**config.mk**
```make
export PLATFORM = sky130hd
export DESIGN_NAME = key_gesture_event_detector
export DESIGN_NICKNAME = d
export VERILOG_FILES = /design/src/hdl/kged_pkg.sv /design/src/hdl/kged_ctrl.sv /design/src/hdl/kged_dp.sv /design/src/hdl/key_gesture_event_detector.sv
export SDC_FILE = /design/constraint.sdc
export NUM_CORES = 2
export LEC_CHECK = 0
export BUFFER_PORTS_ARGS = -buffer_cell sky130_fd_sc_hd__buf_2
export CELL_PAD_IN_SITES_DETAIL_PLACEMENT = 1
export CELL_PAD_IN_SITES_GLOBAL_PLACEMENT = 1
export CORE_AREA = 2 2 281 283
export CTS_CLUSTER_SIZE = 25
export DETAILED_ROUTE_END_ITERATION = 10
export DIE_AREA = 0 0 283 285
export PLACE_DENSITY_LB_ADDON = 0.2
export SLEW_MARGIN = 30
export SYNTH_ARGS = -nofsm -noshare
export SYNTH_HDL_FRONTEND = slang
export SYNTH_SLANG_ARGS = --single-unit
```
**constraint.sdc**
```tcl
create_clock -name i_clk -period 13.1 [get_ports i_clk]
set_clock_uncertainty 0.2 [all_clocks]
set_input_delay 1.31 -clock i_clk [delete_from_list [all_inputs] [get_ports i_clk]]
set_output_delay 1.31 -clock i_clk [all_outputs]
set_load 0.005 [all_outputs]
```
**src/hdl/kged_pkg.sv**
```systemverilog
// shared types, constants and helpers of the key gesture event detector
// used by kged_ctrl, kged_dp and key_gesture_event_detector
package kged_pkg;

    localparam int KEYS = 4;
    localparam int KW   = 2;     // key index width
    localparam int MW   = 4 * KEYS;  // one event slot per timer per key
    localparam int PW   = $clog2(MW);

    localparam logic [2:0] EV_PRESS     = 3'd0;
    localparam logic [2:0] EV_RELEASE   = 3'd1;
    localparam logic [2:0] EV_SINGLE    = 3'd2;
    localparam logic [2:0] EV_TRIPLE    = 3'd4;
    localparam logic [2:0] EV_LONG      = 3'd5;
    localparam logic [2:0] EV_LONG_LONG = 3'd6;
    localparam logic [2:0] EV_CONT      = 3'd7;

    localparam logic [2:0] CFG_ENABLE    = 3'd0;
    localparam logic [2:0] CFG_CLICK_GAP = 3'd1;
    localparam logic [2:0] CFG_LONG      = 3'd2;
    localparam logic [2:0] CFG_LONG_LONG = 3'd3;
    localparam logic [2:0] CFG_REPEAT    = 3'd4;

    localparam logic [1:0] KIND_TRIPLE = 2'd2;

    typedef enum logic [1:0] {
        ST_IDLE,
        ST_SCAN,
        ST_EMIT
    } t_state;

    typedef struct packed {
        logic tick_start;
        logic key_apply;
        logic scan_step;
        logic emit_en;
    } t_cmd;

    typedef struct packed {
        logic scan_last;
        logic pending;
    } t_stat;

    // a delay written as zero counts as 1 ms
    function automatic logic [15:0] delay_of(input logic [15:0] v);
        return (v == 16'd0) ? 16'd1 : v;
    endfunction

endpackage

```
**src/hdl/kged_ctrl.sv**
```systemverilog
// sequencer of the key gesture event detector: idle, timer scan, event emission
// depends on kged_pkg
module kged_ctrl (
    input  logic          i_clk,
    input  logic          i_rst_n,
    input  logic          i_in_valid,
    input  logic          i_req_type,
    input  kged_pkg::t_stat i_stat,
    output logic          o_in_ready,
    output kged_pkg::t_cmd  o_cmd
);
    import kged_pkg::*;

    t_state r_state;
    t_state n_state;

    always_ff @(posedge i_clk) begin
        if (!i_rst_n) begin
            r_state <= ST_IDLE;
        end else begin
            r_state <= n_state;
        end
    end

    always_comb begin
        n_state = r_state;
        unique case (r_state)
            ST_IDLE: begin
                if (i_in_valid) begin
                    n_state = i_req_type ? ST_SCAN : ST_EMIT;
                end
            end
            ST_SCAN: begin
                if (i_stat.scan_last) begin
                    n_state = ST_EMIT;
                end
            end
            ST_EMIT: begin
                if (!i_stat.pending) begin
                    n_state = ST_IDLE;
                end
            end
            default: n_state = ST_IDLE;
        endcase
    end

    always_comb begin
        o_in_ready = 1'b0;
        o_cmd      = '0;
        unique case (r_state)
            ST_IDLE: begin
                o_in_ready       = 1'b1;
                o_cmd.tick_start = i_in_valid && i_req_type;
                o_cmd.key_apply  = i_in_valid && !i_req_type;
            end
            ST_SCAN: o_cmd.scan_step = 1'b1;
            ST_EMIT: o_cmd.emit_en   = 1'b1;
            default: o_cmd = '0;
        endcase
    end

    assert property (@(posedge i_clk) disable iff (!i_rst_n)
        (r_state == ST_SCAN && !i_stat.scan_last) |=> r_state == ST_SCAN)
        else $error("scan left early");
    assert property (@(posedge i_clk) disable iff (!i_rst_n)
        (i_in_valid && o_in_ready) |=> !o_in_ready)
        else $error("request accepted while busy");
    assert property (@(posedge i_clk) disable iff (!i_rst_n)
        (r_state == ST_EMIT && i_stat.pending) |=> r_state == ST_EMIT)
        else $error("emission dropped pending events");

endmodule

```
**src/hdl/kged_dp.sv**
```systemverilog
// datapath: configuration, per-key timers and tallies, event queue and output register
// depends on kged_pkg
module kged_dp (
    input  logic                    i_clk,
    input  logic                    i_rst_n,
    input  kged_pkg::t_cmd          i_cmd,
    output kged_pkg::t_stat         o_stat,
    input  logic [kged_pkg::KW-1:0] i_key_index,
    input  logic                    i_pressed,
    input  logic                    i_cfg_valid,
    input  logic [2:0]              i_cfg_index,
    input  logic [31:0]             i_cfg_data,
    output logic                    o_out_valid,
    input  logic                    i_out_ready,
    output logic [1:0]              o_key_index_res,
    output logic [2:0]              o_event_code,
    output logic                    o_last_result
);
    import kged_pkg::*;

    logic [31:0] r_enable;
    logic [15:0] r_gap, r_long, r_long_long, r_repeat;
    logic [31:0] r_now;

    logic [2:0]  r_tally   [KEYS];
    logic [31:0] r_pstamp  [KEYS];
    logic [31:0] r_rstamp  [KEYS];
    logic [15:0] r_cw      [KEYS];
    logic [1:0]  r_kind    [KEYS];
    logic [15:0] r_lw      [KEYS];
    logic [15:0] r_llw     [KEYS];
    logic [15:0] r_rw      [KEYS];
    logic [1:0]  r_ev_kind [KEYS];  // click kind seen at scan, read at emission

    logic [KW-1:0] r_kidx;
    logic [MW-1:0] r_mask;
    logic          r_kev_valid;
    logic [KW-1:0] r_kev_key;
    logic [2:0]    r_kev_code;

    logic          r_out_valid;
    logic [1:0]    r_out_key;
    logic [2:0]    r_out_code;
    logic          r_out_last;

    // config writes
    always_ff @(posedge i_clk) begin
        if (!i_rst_n) begin
            r_enable    <= 32'd0;
            r_gap       <= 16'd500;
            r_long      <= 16'd1500;
            r_long_long <= 16'd5000;
            r_repeat    <= 16'd100;
        end else if (i_cfg_valid) begin
            unique case (i_cfg_index)
                CFG_ENABLE:    r_enable    <= i_cfg_data;
                CFG_CLICK_GAP: r_gap       <= i_cfg_data[15:0];
                CFG_LONG:      r_long      <= i_cfg_data[15:0];
                CFG_LONG_LONG: r_long_long <= i_cfg_data[15:0];
                CFG_REPEAT:    r_repeat    <= i_cfg_data[15:0];
                default: ;
            endcase
        end
    end

    // one key served per cycle, the scanned one or the changed one
    logic [KW-1:0] sel;
    logic [7:0]    en;
    logic [2:0]    tally;
    logic [31:0]   pstamp, rstamp;
    logic [15:0]   cw, lw, llw, rw;
    logic [1:0]    kind, kc;
    logic          en_click;

    assign sel    = i_cmd.scan_step ? r_kidx : i_key_index;
    assign en     = r_enable[8*sel +: 8];
    assign tally  = r_tally[sel];
    assign pstamp = r_pstamp[sel];
    assign rstamp = r_rstamp[sel];
    assign cw     = r_cw[sel];
    assign lw     = r_lw[sel];
    assign llw    = r_llw[sel];
    assign rw     = r_rw[sel];
    assign kind   = r_kind[sel];
    assign kc     = (kind > KIND_TRIPLE) ? KIND_TRIPLE : kind;
    assign en_click = en[EV_SINGLE + {1'b0, kc}];

    // tick path
    logic        ev_click, ev_long, ev_ll, ev_cont;
    logic [15:0] cw_t, lw_t, llw_t, rw_t;

    always_comb begin
        ev_click = (cw == 16'd1) && en_click;
        ev_long  = (lw == 16'd1) && en[EV_LONG];
        ev_ll    = (llw == 16'd1) && en[EV_LONG_LONG];
        ev_cont  = (rw == 16'd1) && en[EV_CONT];
        cw_t  = (cw != 16'd0) ? cw - 16'd1 : 16'd0;
        lw_t  = (lw != 16'd0) ? lw - 16'd1 : 16'd0;
        llw_t = (llw != 16'd0) ? llw - 16'd1 : 16'd0;
        rw_t  = (rw != 16'd0) ? rw - 16'd1 : 16'd0;
        if ((ev_long && en[EV_CONT]) || ev_cont) begin
            rw_t = delay_of(r_repeat);
        end
    end

    // level change path
    logic        kev_en;
    logic [2:0]  kev_code;
    logic [2:0]  tally_k;
    logic [15:0] cw_k, lw_k, llw_k, rw_k;
    logic [1:0]  kind_k, new_kind;
    logic        cancel_ok;

    always_comb begin
        cw_k     = cw;
        lw_k     = lw;
        llw_k    = llw;
        rw_k     = rw;
        kind_k   = kind;
        tally_k  = tally;
        new_kind = 2'd0;
        cancel_ok = (cw != 16'd0) && en_click;
        if (i_pressed) begin
            kev_code = EV_PRESS;
            if (en[EV_LONG])      lw_k  = delay_of(r_long);
            if (en[EV_LONG_LONG]) llw_k = delay_of(r_long_long);
            if ((r_now - rstamp) >= {16'd0, r_gap}) begin
                tally_k = 3'd1;
            end else if (tally < 3'd4) begin
                tally_k = tally + 3'd1;
            end
            if (cancel_ok) cw_k = 16'd0;
        end else begin
            kev_code = EV_RELEASE;
            if (en[EV_LONG])      lw_k  = 16'd0;
            if (en[EV_LONG_LONG]) llw_k = 16'd0;
            if (en[EV_CONT])      rw_k  = 16'd0;
            if ((r_now - pstamp) >= {16'd0, r_long}) tally_k = 3'd0;
            if (tally_k >= 3'd1 && tally_k <= 3'd3) begin
                new_kind = tally_k[1:0] - 2'd1;
                if (cancel_ok) cw_k = 16'd0;
                if (en[EV_SINGLE + {1'b0, new_kind}]) begin
                    kind_k = new_kind;
                    cw_k   = delay_of(r_gap);
                end
            end else if (tally_k > 3'd3) begin
                if (cw != 16'd0 && kind == KIND_TRIPLE && en[EV_TRIPLE]) cw_k = 16'd0;
            end
        end
        kev_en = en[kev_code];
    end

    logic key_ok;
    assign key_ok = i_cmd.key_apply && (int'(i_key_index) < KEYS);

    // per-key state
    always_ff @(posedge i_clk) begin
        if (!i_rst_n) begin
            for (int k = 0; k < KEYS; k++) begin
                r_tally[k]  <= 3'd0;
                r_pstamp[k] <= 32'd0;
                r_rstamp[k] <= 32'd0;
                r_cw[k]     <= 16'd0;
                r_kind[k]   <= 2'd0;
                r_lw[k]     <= 16'd0;
                r_llw[k]    <= 16'd0;
                r_rw[k]     <= 16'd0;
            end
        end else if (i_cmd.scan_step) begin
            r_cw[sel]  <= cw_t;
            r_lw[sel]  <= lw_t;
            r_llw[sel] <= llw_t;
            r_rw[sel]  <= rw_t;
        end else if (key_ok) begin
            r_cw[sel]    <= cw_k;
            r_lw[sel]    <= lw_k;
            r_llw[sel]   <= llw_k;
            r_rw[sel]    <= rw_k;
            r_kind[sel]  <= kind_k;
            r_tally[sel] <= tally_k;
            if (i_pressed) begin
                r_pstamp[sel] <= r_now;
            end else begin
                r_rstamp[sel] <= r_now;
            end
        end
    end

    always_ff @(posedge i_clk) begin
        if (i_cmd.scan_step) begin
            r_ev_kind[sel] <= kc;
        end
    end

    // emission picks the lowest pending slot: key ascending, then timer order
    logic [PW-1:0] pos;
    logic [MW-1:0] mask_rest;
    logic          load;
    logic [2:0]    slot_code;

    always_comb begin
        pos = '0;
        for (int i = MW - 1; i >= 0; i--) begin
            if (r_mask[i]) pos = PW'(i);
        end
        mask_rest = r_mask & (r_mask - MW'(1));
        unique case (pos[1:0])
            2'd0:    slot_code = EV_SINGLE + {1'b0, r_ev_kind[pos[PW-1:2]]};
            2'd1:    slot_code = EV_LONG;
            2'd2:    slot_code = EV_LONG_LONG;
            default: slot_code = EV_CONT;
        endcase
    end

    assign load = i_cmd.emit_en && (!r_out_valid || i_out_ready)
                  && (r_kev_valid || (r_mask != '0));

    always_ff @(posedge i_clk) begin
        if (!i_rst_n) begin
            r_now       <= 32'd0;
            r_kidx      <= '0;
            r_mask      <= '0;
            r_kev_valid <= 1'b0;
            r_out_valid <= 1'b0;
        end else begin
            if (i_cmd.tick_start) begin
                r_now  <= r_now + 32'd1;
                r_kidx <= '0;
                r_mask <= '0;
            end else if (i_cmd.scan_step) begin
                r_kidx <= r_kidx + KW'(1);
                r_mask[4*sel +: 4] <= {ev_cont, ev_ll, ev_long, ev_click};
            end else if (load && !r_kev_valid) begin
                r_mask <= mask_rest;
            end
            if (key_ok) begin
                r_kev_valid <= kev_en;
            end else if (load) begin
                r_kev_valid <= 1'b0;
            end
            if (load) begin
                r_out_valid <= 1'b1;
            end else if (i_out_ready) begin
                r_out_valid <= 1'b0;
            end
        end
    end

    always_ff @(posedge i_clk) begin
        if (key_ok) begin
            r_kev_key  <= i_key_index;
            r_kev_code <= kev_code;
        end
        if (load) begin
            if (r_kev_valid) begin
                r_out_key  <= r_kev_key;
                r_out_code <= r_kev_code;
                r_out_last <= 1'b1;
            end else begin
                r_out_key  <= pos[PW-1:2];
                r_out_code <= slot_code;
                r_out_last <= (mask_rest == '0);
            end
        end
    end

    assign o_stat.scan_last = (r_kidx == KW'(KEYS - 1));
    assign o_stat.pending   = r_kev_valid || (r_mask != '0);
    assign o_out_valid      = r_out_valid;
    assign o_key_index_res  = r_out_key;
    assign o_event_code     = r_out_code;
    assign o_last_result    = r_out_last;

    assert property (@(posedge i_clk) disable iff (!i_rst_n)
        !(r_kev_valid && (r_mask != '0)))
        else $error("key event and timer events pending together");
    assert property (@(posedge i_clk) disable iff (!i_rst_n)
        i_cmd.tick_start |=> (r_mask == '0))
        else $error("event queue not cleared at tick");
    assert property (@(posedge i_clk) disable iff (!i_rst_n)
        (r_out_valid && !i_out_ready) |=>
            (r_out_valid && $stable(r_out_key) && $stable(r_out_code)))
        else $error("output overwritten while stalled");

endmodule

```
**src/hdl/key_gesture_event_detector.sv**
```systemverilog
// level change: accepted in idle; its event, if enabled, then goes to the output register and the block returns to idle
// tick: accepted in idle, then a timer scan of all KEYS keys (one key per cycle), then its events are emitted
// (up to 4 per key), held back while the output is stalled; one request at a time
// the output register lets the next request in while the last event is still waiting
// synchronous active-low reset: counters, timers and tallies zero, registers at defaults
// top level; depends on kged_pkg, kged_ctrl, kged_dp
module key_gesture_event_detector (
    input  logic        i_clk,
    input  logic        i_rst_n,
    input  logic        i_in_valid,
    output logic        o_in_ready,
    input  logic        i_req_type,
    input  logic [1:0]  i_key_index,
    input  logic        i_pressed,
    input  logic        i_cfg_valid,
    output logic        o_cfg_ready,
    input  logic [2:0]  i_cfg_index,
    input  logic [31:0] i_cfg_data,
    output logic        o_out_valid,
    input  logic        i_out_ready,
    output logic [1:0]  o_key_index_res,
    output logic [2:0]  o_event_code,
    output logic        o_last_result
);
    import kged_pkg::*;

    t_cmd  cmd;
    t_stat stat;

    assign o_cfg_ready = 1'b1;

    kged_ctrl u_ctrl (
        .i_clk      (i_clk),
        .i_rst_n    (i_rst_n),
        .i_in_valid (i_in_valid),
        .i_req_type (i_req_type),
        .i_stat     (stat),
        .o_in_ready (o_in_ready),
        .o_cmd      (cmd)
    );

    kged_dp u_dp (
        .i_clk           (i_clk),
        .i_rst_n         (i_rst_n),
        .i_cmd           (cmd),
        .o_stat          (stat),
        .i_key_index     (i_key_index),
        .i_pressed       (i_pressed),
        .i_cfg_valid     (i_cfg_valid),
        .i_cfg_index     (i_cfg_index),
        .i_cfg_data      (i_cfg_data),
        .o_out_valid     (o_out_valid),
        .i_out_ready     (i_out_ready),
        .o_key_index_res (o_key_index_res),
        .o_event_code    (o_event_code),
        .o_last_result   (o_last_result)
    );

endmodule

```
==> out/qor.csv <==
metric;value;unit
Post-CTS Resized;0;
critical path required time;13.24;ns
WP data arrival;10.29;ns
register area share after synthesis;50.8;%
largest net degree at the start of global routing;90;
fmax;98.5;MHz
Initial Util;49.2;%
share of the synthesized area in the top cell type;42.9;%
RSZ-0062 raised after global routing;no;
hold path start;u_dp.r_enable[9];
num rows;103;
RePlAce Congestion;0.917;
DRT antenna net count;0;
r2r setup slk;2.95;ns
ys async rst share;0;%
max cap viols;0;
final global-route overflow total;0;
H-tree Lvls;3;
Tcrit/Tclk final;77.5;%
WHS;0.266;ns
Hold WC Path Type;flip-flop to flip-flop;
Pre-antenna DRT Iters;6;
CTS Sinks;699;
Total GRT Usage;31.2;%
post-route core utilization;54.5;%
slack of the critical path;2.95;ns
beginning of the critical path;u_ctrl.r_state[0];
Post-CTS Setup Bufs;0;
TritonCTS clock tree;built;
# diodes;0;
RR Startpoint;u_ctrl.r_state[0];
Final Max Tran Viols;0;
CORE AREA;0.0780;mm^2
Die Ht;285;um
most used cell, CP;ha_1;
Yosys Warn Count;0;
critical path start-end classification;flip-flop to flip-flop;
Design Power;0.00560;W
worst ir drop on vdd;0.000107;V
EDFF count, synth;549;
Final #Nets;3847;
Clk Latency, worst-skew pair;0.62;ns
worst hold stages;2;
vias post-DR;30300;
initial antenna violation count;2;
TritonCTS Buffers;78;
Mapped Avg Cell Area;10.4;um^2
DR iter-0 viols;2998;
die span in x;283;um
Lkg Pwr;16.4;nW
maximum fanout along the worst path;43;
leading area contributor after synthesis;edfxtp_1;
post-layout min period;10.15;ns
critical path depth;27;
cts hold-fix bufs;0;
CP peak stage delay;0.82;ns
startpoint types;flip-flop;
Gate Count Post-Synth;3674;
layout cell share with drive strength beyond 1;12.4;%
Syn Nets;3838;
power per cell area;132;mW/mm^2
FF-to-FF path depth;27;
IO Count;53;
setup tns final;0;ns
Post-DP HPWL;85200;um
final wirelength;127000;um
kind of cell adding the most delay to the critical path;compound AO/OA/AOI/OAI gates;
Fin. Hold Viols;0;
vias in the first global route;32100;
Buf/Inv on CP;4;
area delta synth->final;10.6;%
first-pass GRT wire length;194000;um
CTS root buf;clkbuf_16;
Die ar.;0.0807;mm^2
most frequent cells after synthesis;549 x edfxtp_1, 502 x nor2_1, 469 x nand2_1, 255 x inv_1, 173 x a21oi_1;
CP endpoint kind;flip-flop;
library cells used by synthesis;98;
status;finished, final reports clean;
Slew headroom;32.6;%
via density per instance;6.31;
Routed wire per std cell;26.6;um
clk buf depth;3;
Post-synth top flop;edfxtp_1;
area of the mapped netlist;0.0384;mm^2
most frequent cell after synthesis;edfxtp_1;
setup violators final;0;
Worst Tran Pin Value;0.983;ns
Worst path slowest cell;a221oi_1;
Worst-path clk slew;0.06;ns
Port Buffer Count;51;
Yosys reg bits;699;
DRC;0;
Place WS;2.66;ns
Synth area leaders;edfxtp_1 43%, mux4_2 8.3%, dfxtp_1 7.8%;
-- routing by layer --
metal  up-vias  part of all wire, %  wire [um]  GRT usage [%]
met5         -                0.010         13              0
met4         2                  3.4       4350           11.3
met3       250                  7.2       9210           4.66
met2      1183                   47      59300           50.8
met1     15500                   43      54500           42.7
li1      13300                    -          -              -
-- path summary, 6_finish.rpt --
| kind | end |
|---|---|
| min reg2reg | u_dp.r_enable[9] |
| min | u_dp.r_enable[9] |
| max | u_dp.r_cw[3][1] |
| max reg2reg | u_dp.r_cw[3][1] |
-- power breakdown --
| group | switching [W] | internal (W) |
|---|---|---|
| clock | 0.000933 | 0.00128 |
| combinational | 0.000563 | 0.000292 |
| sequential | 0.0000417 | 0.00249 |
-- placed cells by master, fill, tap and decap left out, types with 22 or more instances in the layout --
master / instances
inv_1: 255
nor4_1: 32
mux2i_1: 24
clkbuf_16: 80
nand2b_1: 24
and3_1: 59
o22ai_1: 22
nor3_1: 84
mux4_2: 141
a21boi_0: 81
edfxtp_1: 549
o21ai_0: 94
nand2_1: 461
nor2b_1: 23
xor2_1: 30
nand3_1: 69
a211oi_1: 40
a21oi_1: 173
nand4_1: 29
ha_1: 118
xnor2_1: 73
buf_4: 69
a21o_1: 29
buf_2: 50
and2_1: 60
dfxtp_1: 150
or3_1: 30
nor2_1: 497
o211ai_1: 29
-- logic make-up after synthesis --
| kind of cell | after synthesis | share of synthesized area, % |
|---|---|---|
| adders and majority gates | 121 | 3.98 |
| AOI/OAI and AO/OA | 671 | 11.8 |
| xor gates and xnor gates | 103 | 2.35 |
| DFF | 699 | 50.8 |
| other | 1 | 0.00977 |
| and+or+nand+nor | 1457 | 17.3 |
| buffers and inverters | 451 | 4.70 |
| muxes | 171 | 9.08 |
-- sequential cells by signal, summed over array words and instances (netlist names), 3 cells and up --
name	flops
u_dp.r_cw	64
u_dp.r_llw	64
u_dp.r_repeat	16
u_dp.r_long	16
u_dp.r_enable	32
u_dp.r_mask	16
u_dp.r_gap	16
u_dp.r_now	32
u_dp.r_lw	64
u_dp.r_rw	64
u_dp.o_event_code	3
u_dp.r_pstamp	128
u_dp.r_long_long	16
u_dp.r_kind	8
u_dp.r_tally	12
u_dp.r_ev_kind	8
u_dp.r_rstamp	128
-- metrics by stage --
stage | instances | instance area [um^2]
finish | 4796 | 42500
CTS | 4795 | 42400
global route | 4796 | 42500
global placement | 4652 | 39900
floorplan | 3674 | 38400
detailed placement | 4652 | 39900
-- worst reg2reg max path, stage by stage, from the launching register on --
cell and delay, ns:
dfxtp_1 0.50, and3b_1 0.66, a21o_4 0.58, buf_4 0.69, mux4_2 0.42, inv_1 0.07
ha_1 0.30, o211ai_1 0.19, o21ai_0 0.21, a221oi_1 0.82, xnor2_1 0.20, ha_1 0.26
and4_1 0.17, and2_1 0.14, a2111o_1 0.42, a2111oi_2 0.33, nand3_1 0.14, or4_1 0.66
or4b_4 0.65, clkinv_2 0.11, ha_1 0.15, inv_1 0.04, a31oi_1 0.21, nor4_1 0.11
nor2_1 0.66, o21ai_1 0.43, a221oi_2 0.45, nor3b_1 0.13
-- final cells by class --
cell class / instances / area [um^2]
clock buffer: 106 / 2200
clock inverter: 37 / 344
fill: 8367 / 35500
inverter: 257 / 973
multi-input combinational: 2524 / 17300
sequential: 699 / 19500
tap: 1050 / 1310
timing repair buffer: 123 / 822
(Power assumes the default switching activity.)
